**config.mk**
```make
export PLATFORM = sky130hd
export DESIGN_NAME = rtn_position
export DESIGN_NICKNAME = d
export VERILOG_FILES = /design/src/rtl/rtn_pkg.sv /design/src/rtl/rtn_position.sv
export SDC_FILE = /design/constraint.sdc
export NUM_CORES = 1
export LEC_CHECK = 0
export BUFFER_PORTS_ARGS = -buffer_cell sky130_fd_sc_hd__buf_2
export CAP_MARGIN = 40
export CORE_ASPECT_RATIO = 0.9
export CORE_MARGIN = 4
export CORE_UTILIZATION = 40
export CTS_BUF_LIST = sky130_fd_sc_hd__clkbuf_8
export DETAILED_ROUTE_END_ITERATION = 8
export GPL_ROUTABILITY_DRIVEN = 1
export GPL_TIMING_DRIVEN = 0
export HOLD_SLACK_MARGIN = 0.1
export PLACE_DENSITY = 0.64
export SYNTH_ARGS = -nofsm -noshare
export SYNTH_HDL_FRONTEND = slang
export SYNTH_SLANG_ARGS = --single-unit
```
**constraint.sdc**
```tcl
create_clock -name i_clk -period 4.25 [get_ports i_clk]
set_input_delay 0.2125 -clock i_clk [delete_from_list [all_inputs] [get_ports i_clk]]
set_output_delay 0.2125 -clock i_clk [all_outputs]
set_load 0.01 [all_outputs]
```
**src/rtl/rtn_pkg.sv**
```systemverilog
`default_nettype none

package rtn_pkg;

    localparam int PIX_W         = 8;
    localparam int CFG_W         = 12;
    localparam int LUMA_ADDR_W   = 22;
    localparam int CHROMA_ADDR_W = 21;
    localparam int APB_ADDR_W    = 3;
    localparam int APB_DATA_W    = 32;
    localparam int REG_IDX_LSB   = 2;

    localparam logic [CFG_W-1:0] FRAME_WIDTH_RST  = CFG_W'(224);
    localparam logic [CFG_W-1:0] FRAME_HEIGHT_RST = CFG_W'(256);
    localparam logic [CFG_W-1:0] FRAME_SIZE_MIN   = CFG_W'(2);

    typedef enum logic [0:0] {
        REG_FRAME_WIDTH  = 1'b0,
        REG_FRAME_HEIGHT = 1'b1
    } t_reg_idx;

    // BT.601 coefficients in thousandths
    localparam int KM_YR = 257;
    localparam int KM_YG = 504;
    localparam int KM_YB = 98;
    localparam int KM_UR = 148;
    localparam int KM_UG = 291;
    localparam int KM_UB = 439;
    localparam int KM_VR = 439;
    localparam int KM_VG = 368;
    localparam int KM_VB = 71;
    localparam int KM_SCALE = 1000;
    localparam int KM_ROUND = 500;
    localparam int OFS_Y    = 16;
    localparam int OFS_C    = 128;

    typedef struct packed {
        logic                     col_odd;
        logic                     row_odd;
        logic                     frame_end;
        logic [LUMA_ADDR_W-1:0]   luma_addr;
        logic [CHROMA_ADDR_W-1:0] chroma_addr;
    } t_pos_info;

endpackage

`default_nettype wire

```
**src/rtl/rtn_position.sv**
```systemverilog
`default_nettype none

module rtn_position import rtn_pkg::*; #(
    parameter int MAX_WIDTH  = 2048,
    parameter int MAX_HEIGHT = 2048
) (
    input  logic                                i_clk,
    input  logic                                i_rst_n,
    input  logic                                i_accept,
    input  logic                                i_restart,
    input  logic [$clog2(MAX_WIDTH+1)-1:0]      i_width,
    input  logic [$clog2(MAX_HEIGHT+1)-1:0]     i_height,
    output t_pos_info                           o_pos,
    output logic [$clog2(MAX_WIDTH/2)-1:0]      o_line_idx
);

    localparam int WW    = $clog2(MAX_WIDTH+1);
    localparam int HW    = $clog2(MAX_HEIGHT+1);
    localparam int CW    = $clog2(MAX_WIDTH);
    localparam int RW    = $clog2(MAX_HEIGHT);
    localparam int IDX_W = $clog2(MAX_WIDTH/2);

    logic [CW-1:0]            r_col;
    logic [RW-1:0]            r_row;
    logic [LUMA_ADDR_W-1:0]   r_luma_addr;
    logic [CHROMA_ADDR_W-1:0] r_chroma_base;
    logic [CW-1:0]            n_col;
    logic [RW-1:0]            n_row;
    logic [LUMA_ADDR_W-1:0]   n_luma_addr;
    logic [CHROMA_ADDR_W-1:0] n_chroma_base;
    logic                     w_last_col;
    logic                     w_last_row;

    assign w_last_col = (WW'(r_col) + WW'(1)) >= i_width;
    assign w_last_row = (HW'(r_row) + HW'(1)) >= i_height;

    assign o_pos.col_odd     = r_col[0];
    assign o_pos.row_odd     = r_row[0];
    assign o_pos.frame_end   = w_last_col & w_last_row;
    assign o_pos.luma_addr   = r_luma_addr;
    assign o_pos.chroma_addr = r_chroma_base + CHROMA_ADDR_W'({r_col[CW-1:1], 1'b0});
    assign o_line_idx        = r_col[IDX_W:1];

    always_comb begin
        n_col         = r_col;
        n_row         = r_row;
        n_luma_addr   = r_luma_addr;
        n_chroma_base = r_chroma_base;
        if (i_restart) begin
            n_col         = '0;
            n_row         = '0;
            n_luma_addr   = '0;
            n_chroma_base = '0;
        end else if (i_accept) begin
            n_luma_addr = r_luma_addr + LUMA_ADDR_W'(1);
            if (!w_last_col) begin
                n_col = r_col + CW'(1);
            end else begin
                n_col = '0;
                if (w_last_row) begin
                    n_row         = '0;
                    n_luma_addr   = '0;
                    n_chroma_base = '0;
                end else begin
                    n_row = r_row + RW'(1);
                    if (r_row[0]) begin
                        n_chroma_base = r_chroma_base
                                      + CHROMA_ADDR_W'({i_width[WW-1:1], 1'b0});
                    end
                end
            end
        end
    end

    always_ff @(posedge i_clk) begin
        if (!i_rst_n) begin
            r_col         <= '0;
            r_row         <= '0;
            r_luma_addr   <= '0;
            r_chroma_base <= '0;
        end else begin
            r_col         <= n_col;
            r_row         <= n_row;
            r_luma_addr   <= n_luma_addr;
            r_chroma_base <= n_chroma_base;
        end
    end

    a_col_in_frame: assert property (@(posedge i_clk) disable iff (!i_rst_n)
        WW'(r_col) < i_width)
        else $error("column counter beyond frame width");

    a_wrap_at_end: assert property (@(posedge i_clk) disable iff (!i_rst_n)
        (i_accept && !i_restart && o_pos.frame_end)
        |=> (r_col == '0 && r_row == '0 && r_luma_addr == '0 && r_chroma_base == '0))
        else $error("counters did not wrap after last pixel");

    a_row_holds: assert property (@(posedge i_clk) disable iff (!i_rst_n)
        (i_accept && !i_restart && !w_last_col) |=> (r_row == $past(r_row)))
        else $error("row advanced inside a line");

endmodule

`default_nettype wire

```
### After elaboration in Yosys (flattened, before gate mapping)

Cells that the tools add are included.
W data, S select, Z words.

* add/subtract/negate cells: 7
* $mul: 0
* div/mod/pow operators: 0
* magnitude comparators: 2
* equal/unequal tests: 0
* shifts and indexed selects: 0
* muxes and demuxes: 6
* bitwise logic cells: 2
* reductions and logical operators: 4

Operators by type and width (number)
* $mux W22: 2
* $mux W21: 2
* $add A11 B1 Y12 const B: 2
* $ge A12 B12 Y1: 2
* $add A11 B1 Y11 const B: 2
* $add A22 B1 Y22 const B: 1
* $mux W11: 2
* $add A21 B11 Y21: 1
* $add A21 B12 Y21: 1
* $reduce_and A3 Y1: 1
* $reduce_and A2 Y1: 1
* $reduce_bool A2 Y1: 1
* $reduce_or A2 Y1: 1
* $and A1 B1 Y1: 1
* $not A1 Y1: 1

* flip-flop bits (word level): 65
* bits in latches: 0
* bits in writable memories: 0
* bits in read-only memories: 0
* input bits: 28
* output and inout bits: 56
* word-level logic and storage cells: 25
* memories kept: 0

### Longest topological paths before layout

* depth in word-level cells: 4
* mapped depth: 16
* depth with buffers taken out: 13

### Worst setup path before layout

OpenSTA, ideal clock, no wires.

* path kind: reg-to-reg
* from: reg r_row[0]
* to: reg r_chroma_base[10]
* setup time: 128 ps
* arrival: 3115 ps
* data required time: 4122 ps
* setup slack: 1007 ps
* cell stages (with the launch flop): 16
* buffers on the path: 2
* period minus slack after synthesis: 3243 ps
* cell sequence: dfxtp_1 -> ha_1 -> nand3_1 -> nor3_1 -> and3_1 -> xor2_1 -> ha_1 -> a21oi_1 -> nand2_1 -> a211oi_1 -> o31ai_1 -> buf_2 -> o21bai_2 -> buf_2 -> mux2i_1 -> nor2_1

* cells in the longest elaborated chain, start to end: 4
* elaborated cells between the ends (all ways): 5
* classes of those cells: add/sub: 1; order compare: 1; mux: 1; reduce/logical: 2

RTL lines
* start: declaration: RTL line rtn_position.sv:24 `logic [RW-1:0] r_row;`
* start signal: assignment: RTL line rtn_position.sv:83 `r_row <= n_row;`
* $add A11 B1 Y12: RTL line rtn_position.sv:35 `assign w_last_row = (HW'(r_row) + HW'(1)) >= i_height;`
* $ge A12 B12 Y1: RTL line rtn_position.sv:35
* $reduce_bool A2 Y1 (no line)
* $reduce_and A3 Y1 (no line)
* end signal: assignment: RTL line rtn_position.sv:85 `r_chroma_base <= n_chroma_base;`
* end: declaration: RTL line rtn_position.sv:26 `logic [CHROMA_ADDR_W-1:0] r_chroma_base;`

Several ways; a longest one is shown, not always the timed one.
A chain may end at the register's enable or synchronous reset.

==> flow_summary.toml <==
[outcome]
outcome = "complete, no violations"

[synth]
synth_area_mm2 = 0.004681
synth_common_cells = "dfxtp_1, nor2_1, a21oi_1, ha_1, nand2_1"
yosys_warnings = 0
syn_nets = 658
synth_area_leaders = "dfxtp_1, ha_1, xor2_1, a21oi_1, nor2_1"
synth_area_per_cell_um2 = 8.070
ys.flop_type = "dfxtp_1"
synth_largest_area_cell = "dfxtp_1"
yosys.area.top_type_share_pct = 27.37
yosysSeqAreaShare_pct = 27.37
ys_types = 57
synth-seq-cells = 64
syn_inst = 580
synth-edff-count = 0
synth.most_common_cell = "dfxtp_1"
async_reset_ff_share_pct = 0

[finish]
finalNonFillerCells = 834
filler_cell_count = 1152
nets = 751
diodes = 0
drive_gt1_share_pct = 18.29
design_area_mm2 = 0.005575
area_growth_pct = 19.11
final_core_util_pct = 48.76

[routing]
vias_per_cell = 5.258
drc = 0
post_drt_wl_per_cell_um = 14.64
dr.pass1.iters = 4
routed-via-count = 4385
wl_mm = 12.21
drtIter0Drc = 210
ant_nets = 0

[floorplanning]
fp-row-count = 37
die_h_um = 110.6
io_pins = 84
core_mm2 = 0.01143
dieArea_mm2 = 0.01350
die_w_um = 122.0
start_util_pct = 40.93

[clock_network]
clockBufferDepth = 2
clkTransAtPathRegs_ns = 0.08
cts_made_buffers = 9
htree_levels = 3
cts_hold_buf = 0
cts-root-buf = "clkbuf_8"
cts_setup_buffers = 0
clkSinkCount = 64
insertion_delay_ns = 0.34
cts_tree = "done"

[timing]
grt_setup_unrepaired = "false"
layout_min_cycle_time_ns = 4.007
final.setup_skew_ns = 0.009937
setup_viol = 0
setup_tns_ns = 0
fin_ws_ns = 0.2434
finalHoldViolCount = 0
tightest_slew_ns = 0.6490
fin_crit_sh_pct = 94.27
slew_violations = 0
clock.fmax_mhz = 249.6
maxSlewHeadroom_pct = 56.73

[power]
p_leak_nw = 2.781
peakVddDrop_uv = 162.0
power.density_mw_per_mm2 = 242.7

[min_path]
hold_class = "primary input to flip-flop"
hp-start = "i_restart"
whs_path_depth = 4
worst_hold_path.endpoint = "r_chroma_base[6]"

[worst_setup_path]
arrival_ns = 3.79
r2r_slack_ns = 0.31
r2r-end = "r_chroma_base[4]"
cp-start-kind = "flip-flop"
end_kind = "primary output"
worst_ep_required_time_ns = 4.04
worstSetupPathType = "flip-flop to primary output"
reg2reg_depth = 13
critPathMaxFanout = 10
reg2reg_from = "r_col[2]"

[grt]
grt_pass1_vias = 4270
grt_usage_pct = 18.28
antenna_found_initial = 0
grt_pass1_wl_mm = 20.36
grt_start_max_net_pins = 13
grt_overflow_total = 0

[place]
placed_cell_area_mm2 = 0.005286
place_congestion = 0.8617
pre_cts_slack_ns = 0.1010
hpwl_mm = 9.494
dp.cells = 818
io_buffers = 82

[job]
max-cap-violations = 0
==> report_power, final <==
part	total [mW]	switching, mW	leakage, nW	internal [mW]
Sequential	0.602	0.00193	0.516	0.600
Combinational	0.0843	0.0510	2.14	0.0333
Clock	0.666	0.258	0.127	0.409
==> cells by family (layout without fill, tap and decap cells) <==
logic type / after synthesis / count (layout) / synth area share (%)
flip-flops: 64 / 64 / 27.37
other: 1 / 1 / 0.08012
multiplexers: 7 / 7 / 1.497
AO/OA/AOI/OAI: 129 / 129 / 18.18
buffers and inverters: 56 / 154 / 5.079
AND/OR/NAND/NOR: 208 / 208 / 21.95
XOR/XNOR: 65 / 65 / 12.16
adder cells (fa/ha/maj): 50 / 50 / 13.69
==> critical path: stages (launching register included) <==
cell      delay [ns]
dfxtp_1         0.49
and3_1          0.23
and3_1          0.25
and3_1          0.26
and3_1          0.26
xor2_1          0.18
ha_1            0.26
and4_1          0.25
a221o_1         0.35
a41o_1          0.28
clkbuf_1        0.25
nand2_1         0.19
inv_1           0.05
buf_2           0.13
==> final cells by class <==
type | instances | area, um2 | share of cell area, %
well taps | 156 | 195.2 | 3.501
clock buffers | 10 | 137.6 | 2.469
clock inverters | 6 | 116.4 | 2.087
plain buffers | 20 | 106.4 | 1.908
inverters | 36 | 135.1 | 2.424
repair buffers | 82 | 410.4 | 7.361
multi-input cells | 460 | 3193 | 57.27
flip-flops and latches | 64 | 1281 | 22.98
==> repair_timing <==
action,in CTS,in global routing
setup endpoints to repair,1,19
hold endpoints to repair,0,0
resized for setup,1,8
==> worst max path at each step <==
stage	start	to	slack (ns)	cells after the start
after global placement	r_row[0]	r_row[1]	0.22	13
after detailed placement	r_row[0]	r_row[7]	0.10	15
after floorplan	r_row[0]	r_chroma_base[10]	1.01	15
final	r_col[2]	o_pos[43]	0.24	13
after CTS	r_row[0]	o_pos[43]	0.05	15
after global routing	r_col[2]	o_pos[43]	0.02	13
==> layer usage <==
metal | GRT usage, % | vias up | part of all wire [%] | wire, um
met5 | 0 | - | 0 | 0
met4 | 5.975 | 0 | 1.9 | 237
met3 | 2.765 | 20 | 5.2 | 639
met2 | 30.67 | 94 | 47 | 5766
met1 | 23.88 | 2045 | 46 | 5567
li1 | - | 2226 | - | -
==> through the flow <==
| step | power (mW) | hold WS, ns |
|---|---|---|
| after floorplan | 0.6675 | 0.4462 |
| after global placement | 0.6982 | 0.4713 |
| after detailed placement | 0.7002 | 0.4842 |
| after CTS | 1.368 | 0.2504 |
| after global routing | 1.401 | 0.2987 |
| final | 1.353 | 0.2695 |
==> state kept, by name, indices dropped and copies added, names as in the netlist <==
signal / cells
r_luma_addr: 22
r_chroma_base: 20
r_col: 11
r_row: 11
==> cells in the final DEF, fill, tap and decap left out, types with 10 or more instances in the layout <==
cell	count
o21ai_0	26
a21oi_1	48
dfxtp_1	64
nand2_1	41
a21o_1	14
inv_1	36
nand3_1	24
clkbuf_8	10
ha_1	47
or3_1	13
nor2_1	61
xnor2_1	25
xor2_1	40
buf_2	85
and3_1	23
Power figures use the tool's default switching activity.
