===== config.mk =====
export PLATFORM = sky130hd
export DESIGN_NAME = rtn_cfg_regs
export DESIGN_NICKNAME = d
export VERILOG_FILES = /design/src/rtl/rtn_pkg.sv /design/src/rtl/rtn_cfg_regs.sv
export SDC_FILE = /design/constraint.sdc
export NUM_CORES = 1
export LEC_CHECK = 0
export BUFFER_PORTS_ARGS = -buffer_cell sky130_fd_sc_hd__buf_2
export CAP_MARGIN = 20
export CELL_PAD_IN_SITES_DETAIL_PLACEMENT = 1
export CELL_PAD_IN_SITES_GLOBAL_PLACEMENT = 1
export CORE_MARGIN = 2
export CORE_UTILIZATION = 27
export DETAILED_ROUTE_END_ITERATION = 10
export PLACE_DENSITY_LB_ADDON = 0.05
export SETUP_SLACK_MARGIN = 0.3
export SLEW_MARGIN = 20
export SYNTH_ARGS = -nofsm -noshare
export SYNTH_HDL_FRONTEND = slang
export SYNTH_SLANG_ARGS = --single-unit

===== constraint.sdc =====
create_clock -name i_clk -period 1.2 [get_ports i_clk]
set_input_delay 0.24 -clock i_clk [delete_from_list [all_inputs] [get_ports i_clk]]
set_output_delay 0.24 -clock i_clk [all_outputs]
set_load 0.02 [all_outputs]

===== src/rtl/rtn_pkg.sv =====
`default_nettype none

package rtn_pkg;

    localparam int PIX_W         = 8;
    localparam int CFG_W         = 12;
    localparam int LUMA_ADDR_W   = 22;
    localparam int CHROMA_ADDR_W = 21;
    localparam int APB_ADDR_W    = 3;
    localparam int APB_DATA_W    = 32;
    localparam int REG_IDX_LSB   = 2;

    localparam logic [CFG_W-1:0] FRAME_WIDTH_RST  = CFG_W'(224);
    localparam logic [CFG_W-1:0] FRAME_HEIGHT_RST = CFG_W'(256);
    localparam logic [CFG_W-1:0] FRAME_SIZE_MIN   = CFG_W'(2);

    typedef enum logic [0:0] {
        REG_FRAME_WIDTH  = 1'b0,
        REG_FRAME_HEIGHT = 1'b1
    } t_reg_idx;

    // BT.601 coefficients in thousandths
    localparam int KM_YR = 257;
    localparam int KM_YG = 504;
    localparam int KM_YB = 98;
    localparam int KM_UR = 148;
    localparam int KM_UG = 291;
    localparam int KM_UB = 439;
    localparam int KM_VR = 439;
    localparam int KM_VG = 368;
    localparam int KM_VB = 71;
    localparam int KM_SCALE = 1000;
    localparam int KM_ROUND = 500;
    localparam int OFS_Y    = 16;
    localparam int OFS_C    = 128;

    typedef struct packed {
        logic                     col_odd;
        logic                     row_odd;
        logic                     frame_end;
        logic [LUMA_ADDR_W-1:0]   luma_addr;
        logic [CHROMA_ADDR_W-1:0] chroma_addr;
    } t_pos_info;

endpackage

`default_nettype wire


===== src/rtl/rtn_cfg_regs.sv =====
`default_nettype none

module rtn_cfg_regs import rtn_pkg::*; #(
    parameter int MAX_WIDTH  = 2048,
    parameter int MAX_HEIGHT = 2048
) (
    input  logic                                i_clk,
    input  logic                                i_rst_n,
    input  logic                                psel,
    input  logic                                penable,
    input  logic                                pwrite,
    input  logic [APB_ADDR_W-1:0]               paddr,
    input  logic [APB_DATA_W-1:0]               pwdata,
    output logic [APB_DATA_W-1:0]               prdata,
    output logic                                pready,
    output logic [$clog2(MAX_WIDTH+1)-1:0]      o_width,
    output logic [$clog2(MAX_HEIGHT+1)-1:0]     o_height,
    output logic                                o_restart
);

    localparam int WW = $clog2(MAX_WIDTH+1);
    localparam int HW = $clog2(MAX_HEIGHT+1);

    logic [CFG_W-1:0] r_frame_width;
    logic [CFG_W-1:0] r_frame_height;
    logic [CFG_W-1:0] n_frame_width;
    logic [CFG_W-1:0] n_frame_height;
    logic             w_write;
    t_reg_idx         w_reg_idx;

    assign pready    = 1'b1;
    assign w_write   = psel & penable & pwrite;
    assign w_reg_idx = t_reg_idx'(paddr[REG_IDX_LSB]);
    assign o_restart = w_write;

    always_comb begin
        n_frame_width  = r_frame_width;
        n_frame_height = r_frame_height;
        if (w_write) begin
            case (w_reg_idx)
                REG_FRAME_WIDTH:  n_frame_width  = pwdata[CFG_W-1:0];
                REG_FRAME_HEIGHT: n_frame_height = pwdata[CFG_W-1:0];
                default: ;
            endcase
        end
    end

    always_ff @(posedge i_clk) begin
        if (!i_rst_n) begin
            r_frame_width  <= FRAME_WIDTH_RST;
            r_frame_height <= FRAME_HEIGHT_RST;
        end else begin
            r_frame_width  <= n_frame_width;
            r_frame_height <= n_frame_height;
        end
    end

    always_comb begin
        case (w_reg_idx)
            REG_FRAME_WIDTH:  prdata = APB_DATA_W'(r_frame_width);
            REG_FRAME_HEIGHT: prdata = APB_DATA_W'(r_frame_height);
            default:          prdata = '0;
        endcase
    end

    always_comb begin
        if (r_frame_width < FRAME_SIZE_MIN) begin
            o_width = WW'(FRAME_SIZE_MIN);
        end else if (32'(r_frame_width) > 32'(MAX_WIDTH)) begin
            o_width = WW'(MAX_WIDTH);
        end else begin
            o_width = WW'(r_frame_width);
        end
    end

    always_comb begin
        if (r_frame_height < FRAME_SIZE_MIN) begin
            o_height = HW'(FRAME_SIZE_MIN);
        end else if (32'(r_frame_height) > 32'(MAX_HEIGHT)) begin
            o_height = HW'(MAX_HEIGHT);
        end else begin
            o_height = HW'(r_frame_height);
        end
    end

endmodule

`default_nettype wire


After elaboration in Yosys (flattened, before gate mapping). Cells that the tools add are included.

Add/sub/neg operators: 0. Multiply operators: 0. Divide/modulo/power cells: 0. Magnitude comparators: 4. Eq/ne operators: 0. Shifts and indexed selects: 0. Multiplexer cells: 5. Bitwise logic cells: 3. Reductions and logical operators: 2.

Operators by type and width (number): $pmux W32 S2 (1); $mux W12 (4); $gt A12 B12 Y1 const B (2); $lt A12 B2 Y1 const B (2); $reduce_and A2 Y1 (2); $and A1 B1 Y1 (2); $not A1 Y1 (1).

Register bits after elaboration: 24. Bits in latches: 0. Bits in writable memories: 0. ROM bits: 0. Memories kept: 0.

Logic depth before layout (Yosys ltp). Gate-level depths: netlist (run 1).

Depth after elaboration: 3. Gate-level depth with buffers: 5. Depth with buffers taken out: 3.

Least setup slack after synthesis (run 1). No wires, ideal clock.

Kind: flip-flop to output port. Start: register r_frame_width[11]. End: output port prdata[11]. Arrival time: 1086 ps. Path slack: -126 ps. Cell stages (with the launch flop): 4. Path buffers: 1. Cell sequence: dfxtp_1 clkbuf_2 inv_1 o21ai_0.

Word-level cells in the longest chain between the ends: 1.

Ends and longest elaborated chain: from (decl) (RTL line rtn_cfg_regs.sv:24) `logic [CFG_W-1:0] r_frame_width;`; from (signal assigned) (RTL line rtn_cfg_regs.sv:53) `r_frame_width <= n_frame_width;`; $pmux W32 S2 (RTL line rtn_cfg_regs.sv:59) `case (w_reg_idx)`; to (decl) (RTL line rtn_cfg_regs.sv:14) `output logic [APB_DATA_W-1:0] prdata,`.

No other way between the ends. The select of a mux whose other input is x is not followed.

Worst setup path in the final report (run 1).
Start: register r_frame_height[4]. End: output port o_height[0].

Word-level cells in the longest chain between the ends: 3. Elaborated cells on any way between the ends: 4. Those cells by class: 2 x order compare; 2 x mux.

Ends and longest elaborated chain: from (decl) (RTL line rtn_cfg_regs.sv:25) `logic [CFG_W-1:0] r_frame_height;`; from (signal assigned) (RTL line rtn_cfg_regs.sv:54) `r_frame_height <= n_frame_height;`; $gt A12 B12 Y1 (RTL line rtn_cfg_regs.sv:79) `end else if (32'(r_frame_height) > 32'(MAX_HEIGHT)) begin`; $mux W12 (RTL line rtn_cfg_regs.sv:79); $mux W12 * (RTL line rtn_cfg_regs.sv:77) `if (r_frame_height < FRAME_SIZE_MIN) begin`; to (decl) (RTL line rtn_cfg_regs.sv:17) `output logic [$clog2(MAX_HEIGHT+1)-1:0] o_height,`.

Mark *: on every way between the ends. The rest lies on a longest branch, timed or not.

==> impl_metrics.env, run 1 <==
export IMPL_synth_edf_count=0
export IMPL_finalCritPeriodShare_pct=143
export IMPL_synth_xor_area_share_pct=0
export IMPL_synth_compound_area_share_pct=9.40
export IMPL_worstPathRequired_ns=0.96
export IMPL_violations="setup timing"
export IMPL_ctsHoldBuffers=0
export IMPL_cts_root_buf="clkbuf_8"
export IMPL_hold_class="input pin to flop"
export IMPL_yosys_area_share_adder_pct=0
export IMPL_vias=1492
export IMPL_fill_cells=558
export IMPL_startpoint_type="flop"
export IMPL_n_antenna_cell=0
export IMPL_die_h_um=75.6
export IMPL_fin_nets=303
export IMPL_register_area_um2=531
export IMPL_yosysTopAreaCellShare_pct=34.7
export IMPL_max_freq_mhz=581
export IMPL_status="finished with violations"
export IMPL_stdcell_area_um2=2970
export IMPL_yosysSeqAreaShare_pct=34.7
export IMPL_ys_warnings_count=0
export IMPL_drc=0
export IMPL_portBuffers=54
export IMPL_cts_tree="built"
export IMPL_ys_seq_elements=24
export IMPL_cts_buffers=3
export IMPL_synth_simple_area_share_pct=26.5
export IMPL_clk_pin_slew_worst_paths_ns=0.10
export IMPL_synth_mux_area_share_pct=11.0
export IMPL_fin_cells=332
export IMPL_synth_area_um2=1380
export IMPL_ioPinCount=98
export IMPL_synthFlopType="dfxtp_1"
export IMPL_dpl_cell_count=308
export IMPL_postPlaceCellArea_um2=2090
export IMPL_overflow=0
export IMPL_gp_congestion=0.814
export IMPL_start_util_pct=27.6
export IMPL_coreArea_um2=5010
export IMPL_die_x_um=75.6
export IMPL_synth_top_area_cell="dfxtp_1"
export IMPL_grt_pass1_vias=1525
export IMPL_setup_viol_count_final=33
export IMPL_post_synth_top_count_cell="dfxtp_1"
export IMPL_hpwl_um=3570
export IMPL_multiInputGateArea_um2=1140
export IMPL_postRouteAntennaNets=0
export IMPL_cellLeakagePower_nw=1.35
export IMPL_layout_setup_ws_ns=-0.520
export IMPL_drtIter0Drc=42
export IMPL_htree_levels=1
export IMPL_synth_cells=171
export IMPL_clk_latency_ns=0.26
export IMPL_crit_arrival_ns=1.48
export IMPL_end_kind="output port"
export IMPL_ys_async_sr_fraction_pct=0
export IMPL_vdd_drop_max_mv=0.409
export IMPL_rsz0062_at_grt="yes"
export IMPL_ys_types=25
export IMPL_grt_pass1_wl_um=8020
export IMPL_drv_slew=0
export IMPL_via_per_inst=4.49
export IMPL_skew_ns=0
export IMPL_dieArea_um2=5710
export IMPL_antenna_found_initial=0
export IMPL_crit_type="flop to output port"
export IMPL_min_path_cells=3
export IMPL_synth_top_family_by_area="simple AND/OR/NAND/NOR gates"
export IMPL_cts_sinks=24
export IMPL_num_rows=26
export IMPL_finalCriticalPeriod_ns=1.72
export IMPL_areaGrowthSynthToFinish_pct=115
export IMPL_p_per_area_nw_per_um2=660
export IMPL_dr_pass1_iters=4
export IMPL_layout_drive_gt1_share_pct=76.3
export IMPL_drv_cap=0
export IMPL_grt_max_degree=37
export IMPL_hold_viol=0
export IMPL_synth_area_leaders="dfxtp_1 35%, buf_4 12%, mux2_2 8.1%"
export IMPL_crit_fanout=2
export IMPL_hold_slack_ns=0.201
export IMPL_finalWirelength_um=5940
export IMPL_wl_per_cell_um=17.9
export IMPL_cts_path_max_buffers=2
export IMPL_grt_use_total_pct=19.2
export IMPL_r2r_cells=6
export IMPL_synth_area_per_cell_um2=8.09
export IMPL_synthTopCellsByCount="24 x dfxtp_1, 22 x buf_4, 22 x nand3_1"
-- cell type report --
type	count	area share, %
well taps	70	2.95
repair buffers	103	38.6
inverters	3	0.379
flip-flops and latches	24	17.9
clock buffers	4	1.85
multi-input cells	128	38.3
-- state kept, by name, summed over array words and instances (netlist names) --
register and flops:
r_frame_height 12, r_frame_width 12
-- metrics by stage --
step                      worst slack, ns  util (%)  TNS, ns  total power, mW
final                              -0.520      59.3    -5.00             1.96
after global routing               -0.564      59.3    -6.15             2.05
after CTS                          -0.492      54.1    -4.49             1.90
after detailed placement           -0.263      41.8    -1.54             1.25
after global placement             -0.229      41.8    -1.15             1.24
after floorplan                   -0.0253         -  -0.0428             1.17
-- final timing paths --
kind	start	end	slack, ns
setup / recovery	r_frame_height[4]$_SDFFE_PN0P_	o_height[0]	-0.52
setup reg to reg	r_frame_width[7]$_SDFFE_PN1P_	r_frame_width[7]$_SDFFE_PN1P_	0.09
hold reg to reg	r_frame_height[0]$_SDFFE_PN0P_	r_frame_height[0]$_SDFFE_PN0P_	0.50
hold / removal	pwdata[7]	r_frame_width[7]$_SDFFE_PN1P_	0.20
-- where the power goes --
group / internal, mW / switching (mW)
clock network: 0.293 / 0.285
logic: 0.271 / 0.292
registers: 0.799 / 0.0214
total: 1.36 / 0.598
-- worst max-delay path, cell delays in order (launching register included) --
cell	delay, ns
dfxtp_2	0.37
nor4_4	0.34
nand3_2	0.15
and3b_2	0.22
buf_6	0.13
-- cell families after synthesis --
family,count (synthesis)
AOI/OAI and AO/OA,25
buffers and inverters,38
DFF,24
muxes,14
other,2
and+or+nand+nor,68
-- cells in the final DEF, fill, tap and decap left out, types with 6 or more instances in the layout --
master / netlist / routed
buf_6: 2 / 65
conb_1: 2 / 21
nor2b_4: 0 / 18
nand3_2: 0 / 18
nand2_1: 18 / 17
buf_2: 4 / 13
dfxtp_2: 0 / 13
o21ai_2: 0 / 12
buf_4: 22 / 12
mux2_4: 0 / 10
o21ai_1: 20 / 9
dfxtp_4: 0 / 9
buf_12: 0 / 6
-- metal layers --
layer	GRT usage [%]	up-vias	routed length, um
met5	0	-	0
met4	4.48	0	17
met3	2.12	2	183
met2	35.2	42	3460
met1	24.0	732	2280
li1	-	716	-
-- what timing repair did --
action                     in CTS  in global routing
buffers inserted                7                 10
cloned                          2                  1
pin swaps                      10                 17
resized for setup             139                 44
setup endpoints to repair      47                 59
Note: power is estimated with default switching activity, not from simulation.
==> run 2, diff against run 1 <==
Settings changed: ABC_CLOCK_PERIOD_IN_PS set to 1200, CORE_ASPECT_RATIO set to 1.2.
==> impl_metrics.env, run 2 (synthesis results as in run 1) <==
export IMPL_status="finished with violations"
export IMPL_violations="setup timing"
export IMPL_cts_sinks=24
export IMPL_cts_path_max_buffers=2
export IMPL_utilization_pct=58.7
export IMPL_max_freq_mhz=573
export IMPL_path_cells="nor4_4 -> nand3_2 -> o211a_1 -> buf_6"
export IMPL_wl_met3_um=183
export IMPL_drv_slew=0
export IMPL_fill_cells=545
export IMPL_vias=1490
export IMPL_cts_root_buf="clkbuf_8"
export IMPL_skew_ns=0
export IMPL_reg2reg_slack_ns=0.18
export IMPL_portBuffers=54
export IMPL_min_from="pwdata[7]"
export IMPL_finalCritPeriodShare_pct=145
export IMPL_crit_family="simple AND/OR/NAND/NOR gates"
export IMPL_hold_viol=0
export IMPL_dieArea_um2=5720
export IMPL_layout_common_cells="65 x buf_6, 21 x conb_1, 18 x nand3_2"
export IMPL_fin_nets=305
export IMPL_setup_viol_count_final=34
export IMPL_top_layer_used="met4"
export IMPL_postPlaceCellArea_um2=2080
export IMPL_crit_arrival_ns=1.50
export IMPL_drv_cap=0
export IMPL_vdd_drop_max_mv=0.605
export IMPL_cts_buffers=3
export IMPL_layout_setup_ws_ns=-0.545
export IMPL_start_util_pct=28.0
export IMPL_min_to="r_frame_width[7]$_SDFFE_PN1P_"
export IMPL_ctsHoldBuffers=0
export IMPL_reg_top3="r_frame_height (12), r_frame_width (12)"
export IMPL_startpoint_type="flop"
export IMPL_dr_pass1_iters=3
export IMPL_crit_type="flop to output port"
export IMPL_clk_latency_ns=0.27
export IMPL_dpl_cell_count=300
export IMPL_hpwl_um=3730
export IMPL_layout_commonest_cell="buf_6"
export IMPL_crit_fanout=2
export IMPL_hold_class="input pin to flop"
export IMPL_slowest_stage="dfxtp_4"
export IMPL_grt_pass1_wl_um=8280
export IMPL_coreArea_um2=4940
export IMPL_overflow=0
export IMPL_min_path_cells=3
export IMPL_cts_tree="built"
export IMPL_die_x_um=69.4
export IMPL_wl_per_cell_um=16.3
export IMPL_grt_max_degree=37
export IMPL_postRouteAntennaNets=0
export IMPL_reg2reg_from="r_frame_width[6]$_SDFFE_PN1P_"
export IMPL_worstPathRequired_ns=0.96
export IMPL_n_antenna_cell=0
export IMPL_slowest_delay_ns=0.37
export IMPL_cellLeakagePower_nw=1.33
export IMPL_end_kind="output port"
export IMPL_drc=0
export IMPL_via_per_inst=4.60
export IMPL_p_per_area_nw_per_um2=720
export IMPL_r2r_end="r_frame_width[6]$_SDFFE_PN1P_"
export IMPL_die_h_um=82.4
export IMPL_r2r_cells=5
export IMPL_finalWirelength_um=5290
export IMPL_gp_congestion=0.786
export IMPL_fin_cells=324
export IMPL_htree_levels=1
export IMPL_layout_drive_gt1_share_pct=74.6
export IMPL_crit_buf_inv=1
export IMPL_finalCriticalPeriod_ns=1.74
export IMPL_wl_met2_um=3080
export IMPL_stdcell_area_um2=2900
export IMPL_m1WireLength_um=1950
export IMPL_ioPinCount=98
export IMPL_grt_pass1_vias=1562
export IMPL_num_rows=28
export IMPL_rsz0062_at_grt="yes"
export IMPL_areaGrowthSynthToFinish_pct=109
export IMPL_antenna_found_initial=0
export IMPL_clk_pin_slew_worst_paths_ns=0.09
export IMPL_grt_use_total_pct=18.6
export IMPL_drtIter0Drc=29
## run 2: cell count changes in the layout (fill, tap and decap cells not counted), sizes merged
cell / previous run / this run
clkbuf: 5 / 3
bufinv: 0 / 1
buf: 102 / 105
## run 2: how the worst max path moves through the flow
stage,end,startpoint,depth (start not counted),slack [ns]
3_5_place_dp,o_height[0],r_frame_height[7]$_SDFFE_PN0P_,5,-0.35
6_report,o_width[0],r_frame_width[6]$_SDFFE_PN1P_,4,-0.54
4_1_cts,o_height[0],r_frame_height[4]$_SDFFE_PN0P_,5,-0.54
2_1_floorplan,o_width[0],r_frame_width[5]$_SDFFE_PN1P_,3,-0.03
5_1_grt,o_height[0],r_frame_height[7]$_SDFFE_PN0P_,5,-0.61
3_3_place_gp,o_height[0],r_frame_height[7]$_SDFFE_PN0P_,5,-0.33
## run 2: repair_timing
action	4_1_cts	5_1_grt
resized for setup	149	23
pin swaps	10	2
cloned	1	0
setup buffers	13	6
setup endpoints to repair	58	49
## run 2: layer usage
| metal | vias to the layer above | track usage [%] |
|---|---|---|
| met5 | - | 0 |
| met4 | 0 | 4.51 |
| met3 | 7 | 2.79 |
| met2 | 46 | 37.7 |
| met1 | 719 | 20.4 |
| li1 | 718 | - |
## run 2: area by class of cell
class,instances,area [um2],area share [%]
Clock buffer,3,41.3,1.42
Tap cell,60,75.1,2.59
Inverter,3,11.3,0.388
Sequential cell,24,529,18.3
Multi-Input combinational cell,128,1100,37.9
Clock inverter,1,30.0,1.04
Timing Repair Buffer,105,1110,38.4
## run 2: report_power, final
group          leakage, nW  internal (mW)  switching [mW]  total [mW]
Combinational         1.09          0.259           0.279       0.538
Sequential           0.205          0.801          0.0204       0.822
Clock               0.0357          0.446           0.281       0.727
Total                 1.33           1.51           0.580        2.09
## run 2: tightest hold or removal path, stage by stage
cell and delay [ns]:
buf_2 0.09, mux2i_1 0.06, nand2_1 0.06
## run 2: metrics by stage
| step | worst slack, ns | total power [mW] | hold WS (ns) | TNS, ns |
|---|---|---|---|---|
| floorplan | -0.0253 | 1.17 | 0.365 | -0.0428 |
| global placement | -0.328 | 1.24 | 0.470 | -1.30 |
| detailed placement | -0.346 | 1.25 | 0.488 | -2.00 |
| CTS | -0.542 | 2.07 | 0.202 | -5.04 |
| global route | -0.610 | 2.18 | 0.194 | -7.07 |
| finish | -0.545 | 2.09 | 0.201 | -5.42 |
